===== config.mk =====
export PLATFORM = sky130hd
export DESIGN_NAME = shifting_array_list_table_unit
export DESIGN_NICKNAME = d
export VERILOG_FILES = /design/src/hdl/sal_pkg.sv /design/src/hdl/sal_dp.sv /design/src/hdl/sal_ctrl.sv /design/src/hdl/shifting_array_list_table_unit.sv
export VERILOG_INCLUDE_DIRS = /design/src /design/src/hdl
export SDC_FILE = /design/constraint.sdc
export NUM_CORES = 2
export LEC_CHECK = 0
export BUFFER_PORTS_ARGS = -buffer_cell sky130_fd_sc_hd__buf_2
export CAP_MARGIN = 20
export CORE_UTILIZATION = 60
export CTS_CLUSTER_SIZE = 30
export DETAILED_ROUTE_END_ITERATION = 7
export PLACE_DENSITY = 0.76
export SLEW_MARGIN = 20
export SYNTH_ARGS = -nofsm -noshare
export SYNTH_HDL_FRONTEND = slang
export SYNTH_SLANG_ARGS = --single-unit

===== constraint.sdc =====
create_clock -name clk -period 6.9 [get_ports clk]
set_input_delay 1.38 -clock clk [delete_from_list [all_inputs] [get_ports clk]]
set_output_delay 1.38 -clock clk [all_outputs]
set_load 0.005 [all_outputs]

===== src/hdl/shifting_array_list_table_unit_macros.svh =====
// Assertion macros used by the list table datapath.
`ifndef SHIFTING_ARRAY_LIST_TABLE_UNIT_MACROS_SVH
`define SHIFTING_ARRAY_LIST_TABLE_UNIT_MACROS_SVH
`ifndef SYNTHESIS
// Condition that must hold at every clock edge out of reset.
`define SAL_ASSERT_ALWAYS(lbl, expr, msg) \
  lbl: assert property (@(posedge clk) disable iff (!rst_n) (expr)) else $error(msg);
// Condition that must hold in the cycle after the trigger.
`define SAL_ASSERT_NEXT(lbl, trig, cons, msg) \
  lbl: assert property (@(posedge clk) disable iff (!rst_n) (trig) |=> (cons)) \
    else $error(msg);
`else
`define SAL_ASSERT_ALWAYS(lbl, expr, msg)
`define SAL_ASSERT_NEXT(lbl, trig, cons, msg)
`endif
`endif


===== src/hdl/sal_pkg.sv =====
// Shared constants, codes and controller/datapath interface types.
package sal_pkg;

  localparam int DEPTH = 64;
  localparam int AW    = $clog2(DEPTH);
  localparam int CW    = $clog2(DEPTH + 1);
  localparam int DW    = 32;
  localparam int FW    = 3;
  localparam int PW    = 7;
  localparam int SW    = 2;

  localparam logic [FW-1:0] FN_APPEND = 3'd0;
  localparam logic [FW-1:0] FN_INSERT = 3'd1;
  localparam logic [FW-1:0] FN_GET    = 3'd2;
  localparam logic [FW-1:0] FN_DELETE = 3'd3;
  localparam logic [FW-1:0] FN_EDIT   = 3'd4;
  localparam logic [FW-1:0] FN_SEARCH = 3'd5;

  localparam logic [SW-1:0] ST_OK     = 2'd0;
  localparam logic [SW-1:0] ST_BADPOS = 2'd1;
  localparam logic [SW-1:0] ST_FULL   = 2'd2;

  typedef enum logic [1:0] {WA_FILL, WA_POS, WA_IDX} wa_sel_t;
  typedef enum logic [2:0] {RA_POS, RA_POS1, RA_FILLM1, RA_ZERO, RA_IDXP1, RA_IDXP2,
                            RA_IDXM2} ra_sel_t;
  typedef enum logic [2:0] {IX_HOLD, IX_POS, IX_FILL, IX_ZERO, IX_INC, IX_DEC} ix_op_t;

  typedef struct packed {
    logic    req_ld;
    logic    st_ld;
    logic    mem_we;
    wa_sel_t wa_sel;
    logic    wd_rdata;
    ra_sel_t ra_sel;
    ix_op_t  ix_op;
    logic    fill_inc;
    logic    fill_dec;
    logic    rd_cap;
    logic    hit_set;
    logic    out_ld;
  } dp_cmd_t;

  typedef struct packed {
    logic [FW-1:0] func;
    logic [SW-1:0] chk;
    logic          ins_at_end;
    logic          del_last;
    logic          dsh_last;
    logic          ish_last;
    logic          srch_end;
    logic          hit;
    logic          fill_zero;
    logic          out_free;
  } dp_stat_t;

endpackage


===== src/hdl/sal_dp.sv =====
// Datapath: entry memory, fill count, limit register, request and result registers.
module sal_dp (
  input  logic                      clk,
  input  logic                      rst_n,
  input  sal_pkg::dp_cmd_t          cmd,
  output sal_pkg::dp_stat_t         stat,
  input  logic                      cfg_valid,
  output logic                      cfg_ready,
  input  logic [sal_pkg::CW-1:0]    cfg_capacity_limit,
  input  logic [sal_pkg::FW-1:0]    in_func,
  input  logic [sal_pkg::PW-1:0]    in_position,
  input  logic signed [sal_pkg::DW-1:0] in_value,
  output logic                      out_valid,
  input  logic                      out_ready,
  output logic [sal_pkg::SW-1:0]    out_status,
  output logic signed [sal_pkg::DW-1:0] out_read_value,
  output logic                      out_found,
  output logic [sal_pkg::AW-1:0]    out_found_position,
  output logic [sal_pkg::CW-1:0]    out_element_count
);
  import sal_pkg::*;

  `include "shifting_array_list_table_unit_macros.svh"

  logic [DW-1:0]        mem [DEPTH];
  logic [DW-1:0]        rdata_r;
  logic [CW-1:0]        fill_r, fill_nxt;
  logic [CW-1:0]        cap_r;
  logic [CW-1:0]        eff_cap;
  logic                 full;
  logic [FW-1:0]        func_r;
  logic [PW-1:0]        pos_r;
  logic signed [DW-1:0] val_r;
  logic [AW-1:0]        idx_r, idx_nxt;
  logic [SW-1:0]        chk;
  logic [SW-1:0]        status_r;
  logic signed [DW-1:0] rd_val_r;
  logic                 found_r;
  logic [AW-1:0]        fpos_r;
  logic                 out_valid_r;
  logic [AW-1:0]        wa;
  logic [DW-1:0]        wd;
  logic [AW-1:0]        ra;

  assign cfg_ready = 1'b1;

  // Limits above the store depth act as the depth.
  assign eff_cap = (cap_r > CW'(DEPTH)) ? CW'(DEPTH) : cap_r;
  assign full    = (fill_r >= eff_cap);

  always_comb begin
    chk = ST_OK;
    unique case (func_r)
      FN_APPEND: if (full) chk = ST_FULL;
      FN_INSERT: begin
        if (pos_r > fill_r) chk = ST_BADPOS;
        else if (full)      chk = ST_FULL;
      end
      FN_GET, FN_DELETE, FN_EDIT: if (pos_r >= fill_r) chk = ST_BADPOS;
      default: chk = ST_OK;
    endcase
  end

  always_comb begin
    unique case (cmd.wa_sel)
      WA_FILL: wa = fill_r[AW-1:0];
      WA_POS:  wa = pos_r[AW-1:0];
      WA_IDX:  wa = idx_r;
      default: wa = idx_r;
    endcase
    wd = cmd.wd_rdata ? rdata_r : val_r;
    unique case (cmd.ra_sel)
      RA_POS:    ra = pos_r[AW-1:0];
      RA_POS1:   ra = pos_r[AW-1:0] + AW'(1);
      RA_FILLM1: ra = fill_r[AW-1:0] - AW'(1);
      RA_ZERO:   ra = '0;
      RA_IDXP1:  ra = idx_r + AW'(1);
      RA_IDXP2:  ra = idx_r + AW'(2);
      RA_IDXM2:  ra = idx_r - AW'(2);
      default:   ra = '0;
    endcase
    unique case (cmd.ix_op)
      IX_HOLD: idx_nxt = idx_r;
      IX_POS:  idx_nxt = pos_r[AW-1:0];
      IX_FILL: idx_nxt = fill_r[AW-1:0];
      IX_ZERO: idx_nxt = '0;
      IX_INC:  idx_nxt = idx_r + AW'(1);
      IX_DEC:  idx_nxt = idx_r - AW'(1);
      default: idx_nxt = idx_r;
    endcase
    fill_nxt = fill_r;
    if (cmd.fill_inc)      fill_nxt = fill_r + CW'(1);
    else if (cmd.fill_dec) fill_nxt = fill_r - CW'(1);
  end

  // One write and one registered read per cycle; a sweep never reads the
  // address it writes in the same cycle.
  always_ff @(posedge clk) begin
    if (cmd.mem_we) begin
      mem[wa] <= wd;
    end
    rdata_r <= mem[ra];
  end

  always_ff @(posedge clk) begin
    if (!rst_n) begin
      fill_r      <= '0;
      cap_r       <= CW'(DEPTH);
      out_valid_r <= 1'b0;
    end else begin
      fill_r <= fill_nxt;
      if (cfg_valid) cap_r <= cfg_capacity_limit;
      if (cmd.out_ld)     out_valid_r <= 1'b1;
      else if (out_ready) out_valid_r <= 1'b0;
    end
  end

  always_ff @(posedge clk) begin
    idx_r <= idx_nxt;
    if (cmd.req_ld) begin
      func_r   <= in_func;
      pos_r    <= in_position;
      val_r    <= in_value;
      rd_val_r <= '0;
      found_r  <= 1'b0;
      fpos_r   <= '0;
    end
    if (cmd.st_ld)   status_r <= chk;
    if (cmd.rd_cap)  rd_val_r <= rdata_r;
    if (cmd.hit_set) begin
      found_r <= 1'b1;
      fpos_r  <= idx_r;
    end
    if (cmd.out_ld) begin
      out_status         <= status_r;
      out_read_value     <= rd_val_r;
      out_found          <= found_r;
      out_found_position <= fpos_r;
      out_element_count  <= fill_r;
    end
  end

  assign out_valid = out_valid_r;

  assign stat.func       = func_r;
  assign stat.chk        = chk;
  assign stat.ins_at_end = (pos_r == fill_r);
  assign stat.del_last   = ((pos_r + PW'(1)) == fill_r);
  assign stat.dsh_last   = ((CW'(idx_r) + CW'(2)) == fill_r);
  assign stat.ish_last   = (PW'(idx_r) == (pos_r + PW'(1)));
  assign stat.srch_end   = ((CW'(idx_r) + CW'(1)) == fill_r);
  assign stat.hit        = (rdata_r == val_r);
  assign stat.fill_zero  = (fill_r == '0);
  assign stat.out_free   = !out_valid_r || out_ready;

  `SAL_ASSERT_ALWAYS(a_fill_range, fill_r <= CW'(DEPTH), "fill count above depth")
  `SAL_ASSERT_ALWAYS(a_inc_room, !cmd.fill_inc || (fill_r < eff_cap), "growth past limit")
  `SAL_ASSERT_ALWAYS(a_out_free, !cmd.out_ld || !out_valid_r || out_ready, "result overrun")
  `SAL_ASSERT_NEXT(a_out_set, cmd.out_ld, out_valid_r, "result not presented")

endmodule


===== src/hdl/sal_ctrl.sv =====
// Controller state machine: sequences decode, memory sweeps and result hand-off.
module sal_ctrl (
  input  logic              clk,
  input  logic              rst_n,
  input  logic              in_valid,
  output logic              in_ready,
  input  sal_pkg::dp_stat_t stat,
  output sal_pkg::dp_cmd_t  cmd
);
  import sal_pkg::*;

  typedef enum logic [3:0] {
    S_IDLE, S_DECODE, S_GETW, S_DELR, S_DSH, S_ISH, S_IFIN, S_SRCH, S_RESP
  } state_t;

  state_t state_r, state_nxt;

  assign in_ready = (state_r == S_IDLE);

  always_comb begin
    cmd          = '0;
    cmd.wa_sel   = WA_IDX;
    cmd.ra_sel   = RA_ZERO;
    cmd.ix_op    = IX_HOLD;
    state_nxt    = state_r;
    unique case (state_r)
      S_IDLE: begin
        if (in_valid) begin
          cmd.req_ld = 1'b1;
          state_nxt  = S_DECODE;
        end
      end
      S_DECODE: begin
        cmd.st_ld = 1'b1;
        state_nxt = S_RESP;
        if (stat.chk == ST_OK) begin
          unique case (stat.func)
            FN_APPEND: begin
              cmd.mem_we   = 1'b1;
              cmd.wa_sel   = WA_FILL;
              cmd.fill_inc = 1'b1;
            end
            FN_EDIT: begin
              cmd.mem_we = 1'b1;
              cmd.wa_sel = WA_POS;
            end
            FN_GET: begin
              cmd.ra_sel = RA_POS;
              state_nxt  = S_GETW;
            end
            FN_DELETE: begin
              cmd.ra_sel = RA_POS;
              state_nxt  = S_DELR;
            end
            FN_INSERT: begin
              if (stat.ins_at_end) begin
                cmd.mem_we   = 1'b1;
                cmd.wa_sel   = WA_POS;
                cmd.fill_inc = 1'b1;
              end else begin
                cmd.ra_sel = RA_FILLM1;
                cmd.ix_op  = IX_FILL;
                state_nxt  = S_ISH;
              end
            end
            FN_SEARCH: begin
              if (!stat.fill_zero) begin
                cmd.ra_sel = RA_ZERO;
                cmd.ix_op  = IX_ZERO;
                state_nxt  = S_SRCH;
              end
            end
            default: state_nxt = S_RESP;
          endcase
        end
      end
      S_GETW: begin
        cmd.rd_cap = 1'b1;
        state_nxt  = S_RESP;
      end
      S_DELR: begin
        cmd.rd_cap = 1'b1;
        if (stat.del_last) begin
          cmd.fill_dec = 1'b1;
          state_nxt    = S_RESP;
        end else begin
          cmd.ra_sel = RA_POS1;
          cmd.ix_op  = IX_POS;
          state_nxt  = S_DSH;
        end
      end
      S_DSH: begin
        cmd.mem_we   = 1'b1;
        cmd.wd_rdata = 1'b1;
        cmd.ra_sel   = RA_IDXP2;
        cmd.ix_op    = IX_INC;
        if (stat.dsh_last) begin
          cmd.fill_dec = 1'b1;
          state_nxt    = S_RESP;
        end
      end
      S_ISH: begin
        cmd.mem_we   = 1'b1;
        cmd.wd_rdata = 1'b1;
        cmd.ra_sel   = RA_IDXM2;
        cmd.ix_op    = IX_DEC;
        if (stat.ish_last) state_nxt = S_IFIN;
      end
      S_IFIN: begin
        cmd.mem_we   = 1'b1;
        cmd.wa_sel   = WA_POS;
        cmd.fill_inc = 1'b1;
        state_nxt    = S_RESP;
      end
      S_SRCH: begin
        priority if (stat.hit) begin
          cmd.hit_set = 1'b1;
          state_nxt   = S_RESP;
        end else if (stat.srch_end) begin
          state_nxt = S_RESP;
        end else begin
          cmd.ra_sel = RA_IDXP1;
          cmd.ix_op  = IX_INC;
        end
      end
      S_RESP: begin
        if (stat.out_free) begin
          cmd.out_ld = 1'b1;
          state_nxt  = S_IDLE;
        end
      end
      default: state_nxt = S_IDLE;
    endcase
  end

  always_ff @(posedge clk) begin
    if (!rst_n) begin
      state_r <= S_IDLE;
    end else begin
      state_r <= state_nxt;
    end
  end

endmodule


===== src/hdl/shifting_array_list_table_unit.sv =====
// Append, insert at count, edit, no-ops, errors and search on an empty list finish in decode;
// get adds a memory read, delete and inner insert shift the tail, and search walks to a hit
// or the end. A new word is taken only once the last result sits in the output register;
// shifts and search walk the entry memory (one write, one read per cycle), which sets the pace.
// Reset (synchronous, rst_n low): count 0, limit 64, no result pending; the entry
// memory is not cleared, since only written positions are ever used.
module shifting_array_list_table_unit (
  input  logic                          clk,
  input  logic                          rst_n,
  // configuration: capacity limit
  input  logic                          cfg_valid,
  output logic                          cfg_ready,
  input  logic [sal_pkg::CW-1:0]        cfg_capacity_limit,
  // request words
  input  logic                          in_valid,
  output logic                          in_ready,
  input  logic [sal_pkg::FW-1:0]        in_func,
  input  logic [sal_pkg::PW-1:0]        in_position,
  input  logic signed [sal_pkg::DW-1:0] in_value,
  // result words
  output logic                          out_valid,
  input  logic                          out_ready,
  output logic [sal_pkg::SW-1:0]        out_status,
  output logic signed [sal_pkg::DW-1:0] out_read_value,
  output logic                          out_found,
  output logic [sal_pkg::AW-1:0]        out_found_position,
  output logic [sal_pkg::CW-1:0]        out_element_count
);
  import sal_pkg::*;

  // Command and status between the sequencer and the datapath.
  dp_cmd_t  cmd;
  dp_stat_t stat;

  // Sequencer: takes a request word only when idle, then walks the memory
  // for insert/delete shifts and searches. The result waits in an output
  // register, so a new word can come in while the last result is pending.
  sal_ctrl u_ctrl (
    .clk      (clk),
    .rst_n    (rst_n),
    .in_valid (in_valid),
    .in_ready (in_ready),
    .stat     (stat),
    .cmd      (cmd)
  );

  // Datapath: entry store, count, limit register, request latch and the
  // output register stage.
  sal_dp u_dp (
    .clk                (clk),
    .rst_n              (rst_n),
    .cmd                (cmd),
    .stat               (stat),
    .cfg_valid          (cfg_valid),
    .cfg_ready          (cfg_ready),
    .cfg_capacity_limit (cfg_capacity_limit),
    .in_func            (in_func),
    .in_position        (in_position),
    .in_value           (in_value),
    .out_valid          (out_valid),
    .out_ready          (out_ready),
    .out_status         (out_status),
    .out_read_value     (out_read_value),
    .out_found          (out_found),
    .out_found_position (out_found_position),
    .out_element_count  (out_element_count)
  );

endmodule


==> impl_metrics.tcl <==
set metrics [dict create \
    outcome "finished, final reports clean" \
    min_period_ns 6.22 \
    place_congestion 0.972 \
    synth_area_per_cell_um2 15.9 \
    die_w_um 388 \
    p_int_mw 28.2 \
    syn-instance-count 5619 \
    worst_slew_pin_slew_ns 1.18 \
    power.total_mw 44.7 \
    grt_pass1_vias 50400 \
    port-buffer-count 103 \
    track_usage_pct 33.4 \
    power_density_nw_per_um2 443 \
    clock_skew_ns 0.0550 \
    synth_fp_nets 5704 \
    final_cells 7945 \
    cts-buffers-inserted 212 \
    switchingPower_mw 16.5 \
    max_freq_mhz 161 \
    clock_power_share_pct 25.8 \
    finalSetupViolCount 0 \
    fin_crit_sh_pct 90.2 \
    drv_slew 0 \
    hold_path_depth 0 \
    worstPathMaxFanout 77 \
    yosysUniqueCellTypes 76 \
    dr_total_vias 53600 \
    vias_per_cell 6.75 \
    crit_chain "xor2_1, nor4_1, nand4_1, o21a_1, a211oi_1, o31a_2, buf_12, buf_4, a211oi_1, a2111oi_0, buf_4, a221o_1, a311oi_1" \
    swShare_pct 37.0 \
    synth_ff_type "edfxtp_1" \
    cts_max_path_buffers 3 \
    whs_ns 0.420 \
    totalWireLength_mm 253 \
    ys_seq_area_share_pct 74.4 \
    postRouteAntennaNets 0 \
    placed_cells 7550 \
    ios 105 \
    synth_fa_ha_area_share_pct 0.450 \
    fin_setup_tns_ns 0 \
    synth-simple-area-share_pct 6.27 \
    timing.slew.headroom_pct 21.6 \
    post-place-ws_ns 1.07 \
    post_cts_buffers 0 \
    wl_per_cell_um 31.9 \
    cap_violations 0 \
    clock_sinks 2236 \
    utilization_pct 68.2 \
    worst_slack_ns 0.678 \
    rsz0062_at_grt "false" \
    cts_resized 0 \
    seqPwrFrac_pct 41.2 \
    grt_max_degree 116 \
    die_y_um 388 \
    syn_to_final_growth_pct 12.6 \
    synthMuxAreaShare_pct 9.63 \
    nets 5920 \
    startpoint_type "flop" \
    p_leak_nw 35.2 \
    fillers 9564 \
    cts_tree "done" \
    grt_pass1_wl_mm 358 \
    fp-row-count 141 \
    cp_top_family "compound AO/OA/AOI/OAI gates" \
    hp-class "reg -> reg" \
    synth_edf_count 2184 \
    critPathBufInv 3 \
    hold_viol 0 \
    ys_ff_latch 2236 \
    ctsHoldBuffers 0 \
    cp_data_required_time_ns 7.62 \
    root_buffer "clkbuf_16" \
    worst-setup-path-type "reg -> reg" \
    worst_ep_arrival_time_ns 6.94 \
    worst_skew_pair.late_latency_ns 0.87 \
    slowest_delay_ns 0.86 \
    coreArea_um2 148000 \
    die_area_um2 151000 \
    synthesis.area_um2 89500 \
    place_hpwl_mm 151 \
    dr.pass1.iters 8 \
    design_area_um2 101000 \
    clk_pin_slew_ns 0.06 \
    cp.depth 13 \
    antenna_found_initial 21 \
    async_reset_ff_share_pct 0 \
    ff2ff_path_depth 13 \
    vdd_ir_drop_max_uv 434 \
    first_iter_violations 8253 \
    yosysWarnings 0 \
    drive_gt1_share_pct 13.1 \
    synth_top_family_by_area "multiplexers" \
    critPathCaptureType "flop" \
    placed_area_um2 93900 \
    synth_xor_area_share_pct 0.784 \
    initial_core_util_pct 60.5 \
    drc_errors 0 \
    synth_compound_area_share_pct 6.49 \
    cp_slowest_cell "a2111oi_0" \
    combPwrFrac_pct 33.0 \
    cts-htree-levels 4 \
    grt-ovfl-total 0 \
]
## worst reg2reg max path, cell delays in order, from the launching register on
cell	delay (ns)
dfxtp_1	0.61
xor2_1	0.18
nor4_1	0.49
nand4_1	0.72
o21a_1	0.44
a211oi_1	0.46
o31a_2	0.55
buf_12	0.44
buf_4	0.38
a211oi_1	0.13
a2111oi_0	0.86
buf_4	0.24
a221o_1	0.45
a311oi_1	0.11
## layer usage
layer	up-vias	track usage, %	routed length, µm
met5	-	0	147
met1	26700	47.7	94000
met4	20	16.1	13900
li1	22400	-	-
met2	3881	47.1	108000
met3	585	9.94	37100
## state kept, by name, summed over array words and instances, names as in the netlist
name and cells:
u_ctrl.state_r 4, u_dp.cap_r 7, u_dp.fill_r 7, u_dp.found_r 1, u_dp.fpos_r 6, u_dp.func_r 3
u_dp.idx_r 6, u_dp.mem 2048, u_dp.out_element_count 7, u_dp.out_found 1, u_dp.out_found_position 6, u_dp.out_read_value 32
u_dp.out_status 2, u_dp.out_valid 1, u_dp.pos_r 7, u_dp.rd_val_r 32, u_dp.rdata_r 32, u_dp.status_r 2
u_dp.val_r 32
## cell families after synthesis
kind of cell    Yosys count
fa+ha+maj                31
mux                     861
buf+inv                 371
compound gates          802
other cells               1
simple gates           1240
flops                  2236
xor+xnor                 77
## layout by cell type (no fill, tap or decap), drive strengths merged, types with 20 or more instances in the layout
cell     synthesis  routed
a2111oi         64      64
a21oi          146     146
nor4b           69      69
bufinv           0      20
xnor2           30      30
clkinv           1      97
nor2           122     122
xor2            45      45
dfxtp           52      52
and2            41      41
clkbuf         164     265
inv             22      28
a31oi           70      70
nor3            23      23
ha              29      29
nand3          122     122
nand2          746     746
edfxtp        2184    2184
a211oi          81      81
a221o           62      62
and3            36      36
a311oi          35      35
nand2b          21      21
o22ai          127     127
o21ai           48      48
buf            184     349
o221ai          72      72
mux2i          860     860
a32oi           34      34
## cells in the mapped netlist, types with 36 or more instances
master / count / area, µm²
and3_1: 36 / 225
dfxtp_1: 52 / 1040
a2111oi_0: 64 / 561
a31oi_1: 70 / 438
clkbuf_1: 164 / 616
a221o_1: 62 / 621
xor2_1: 45 / 394
nor2_1: 120 / 450
edfxtp_1: 2184 / 65600
mux2i_1: 860 / 8610
o21ai_0: 47 / 235
and2_1: 41 / 257
o221ai_1: 72 / 631
nor4b_1: 68 / 596
a211oi_1: 79 / 593
nand3_1: 121 / 606
o22ai_1: 127 / 795
buf_2: 126 / 631
a21oi_1: 146 / 731
nand2_1: 746 / 2800
## final timing paths
| check | slack, ns | from | to |
|---|---|---|---|
| setup / recovery | 0.68 | u_dp.rdata_r[0]$_DFF_P_ | u_dp.rdata_r[23]$_DFF_P_ |
| hold / removal | 0.42 | u_dp.rd_val_r[12]$_SDFFCE_PN0P_ | u_dp.out_read_value[12]$_DFFE_PP_ |
| setup reg to reg | 0.68 | u_dp.rdata_r[0]$_DFF_P_ | u_dp.rdata_r[23]$_DFF_P_ |
| hold reg to reg | 0.42 | u_dp.rd_val_r[12]$_SDFFCE_PN0P_ | u_dp.out_read_value[12]$_DFFE_PP_ |
## power groups by stage
stage	Clock, mW	Combinational, mW	Sequential [mW]
finish	11.5	14.7	18.4
global route	12.1	15.0	18.4
CTS	11.6	14.2	18.4
detailed placement	0	14.1	18.7
global placement	0	13.8	18.6
floorplan	0	7.84	18.4
## layout make-up
cell class / count / area (µm²) / share of cell area [%]
clock buffer: 265 / 5580 / 5.53
sequential: 2236 / 66600 / 66.1
tap: 1930 / 2410 / 2.40
multi-input combinational: 3012 / 22000 / 21.9
clock inverter: 126 / 1330 / 1.32
timing repair buffer: 350 / 2720 / 2.70
antenna: 3 / 7.51 / 0.00745
inverter: 23 / 87.6 / 0.0869
No activity file was read; power rests on OpenSTA's default activity.
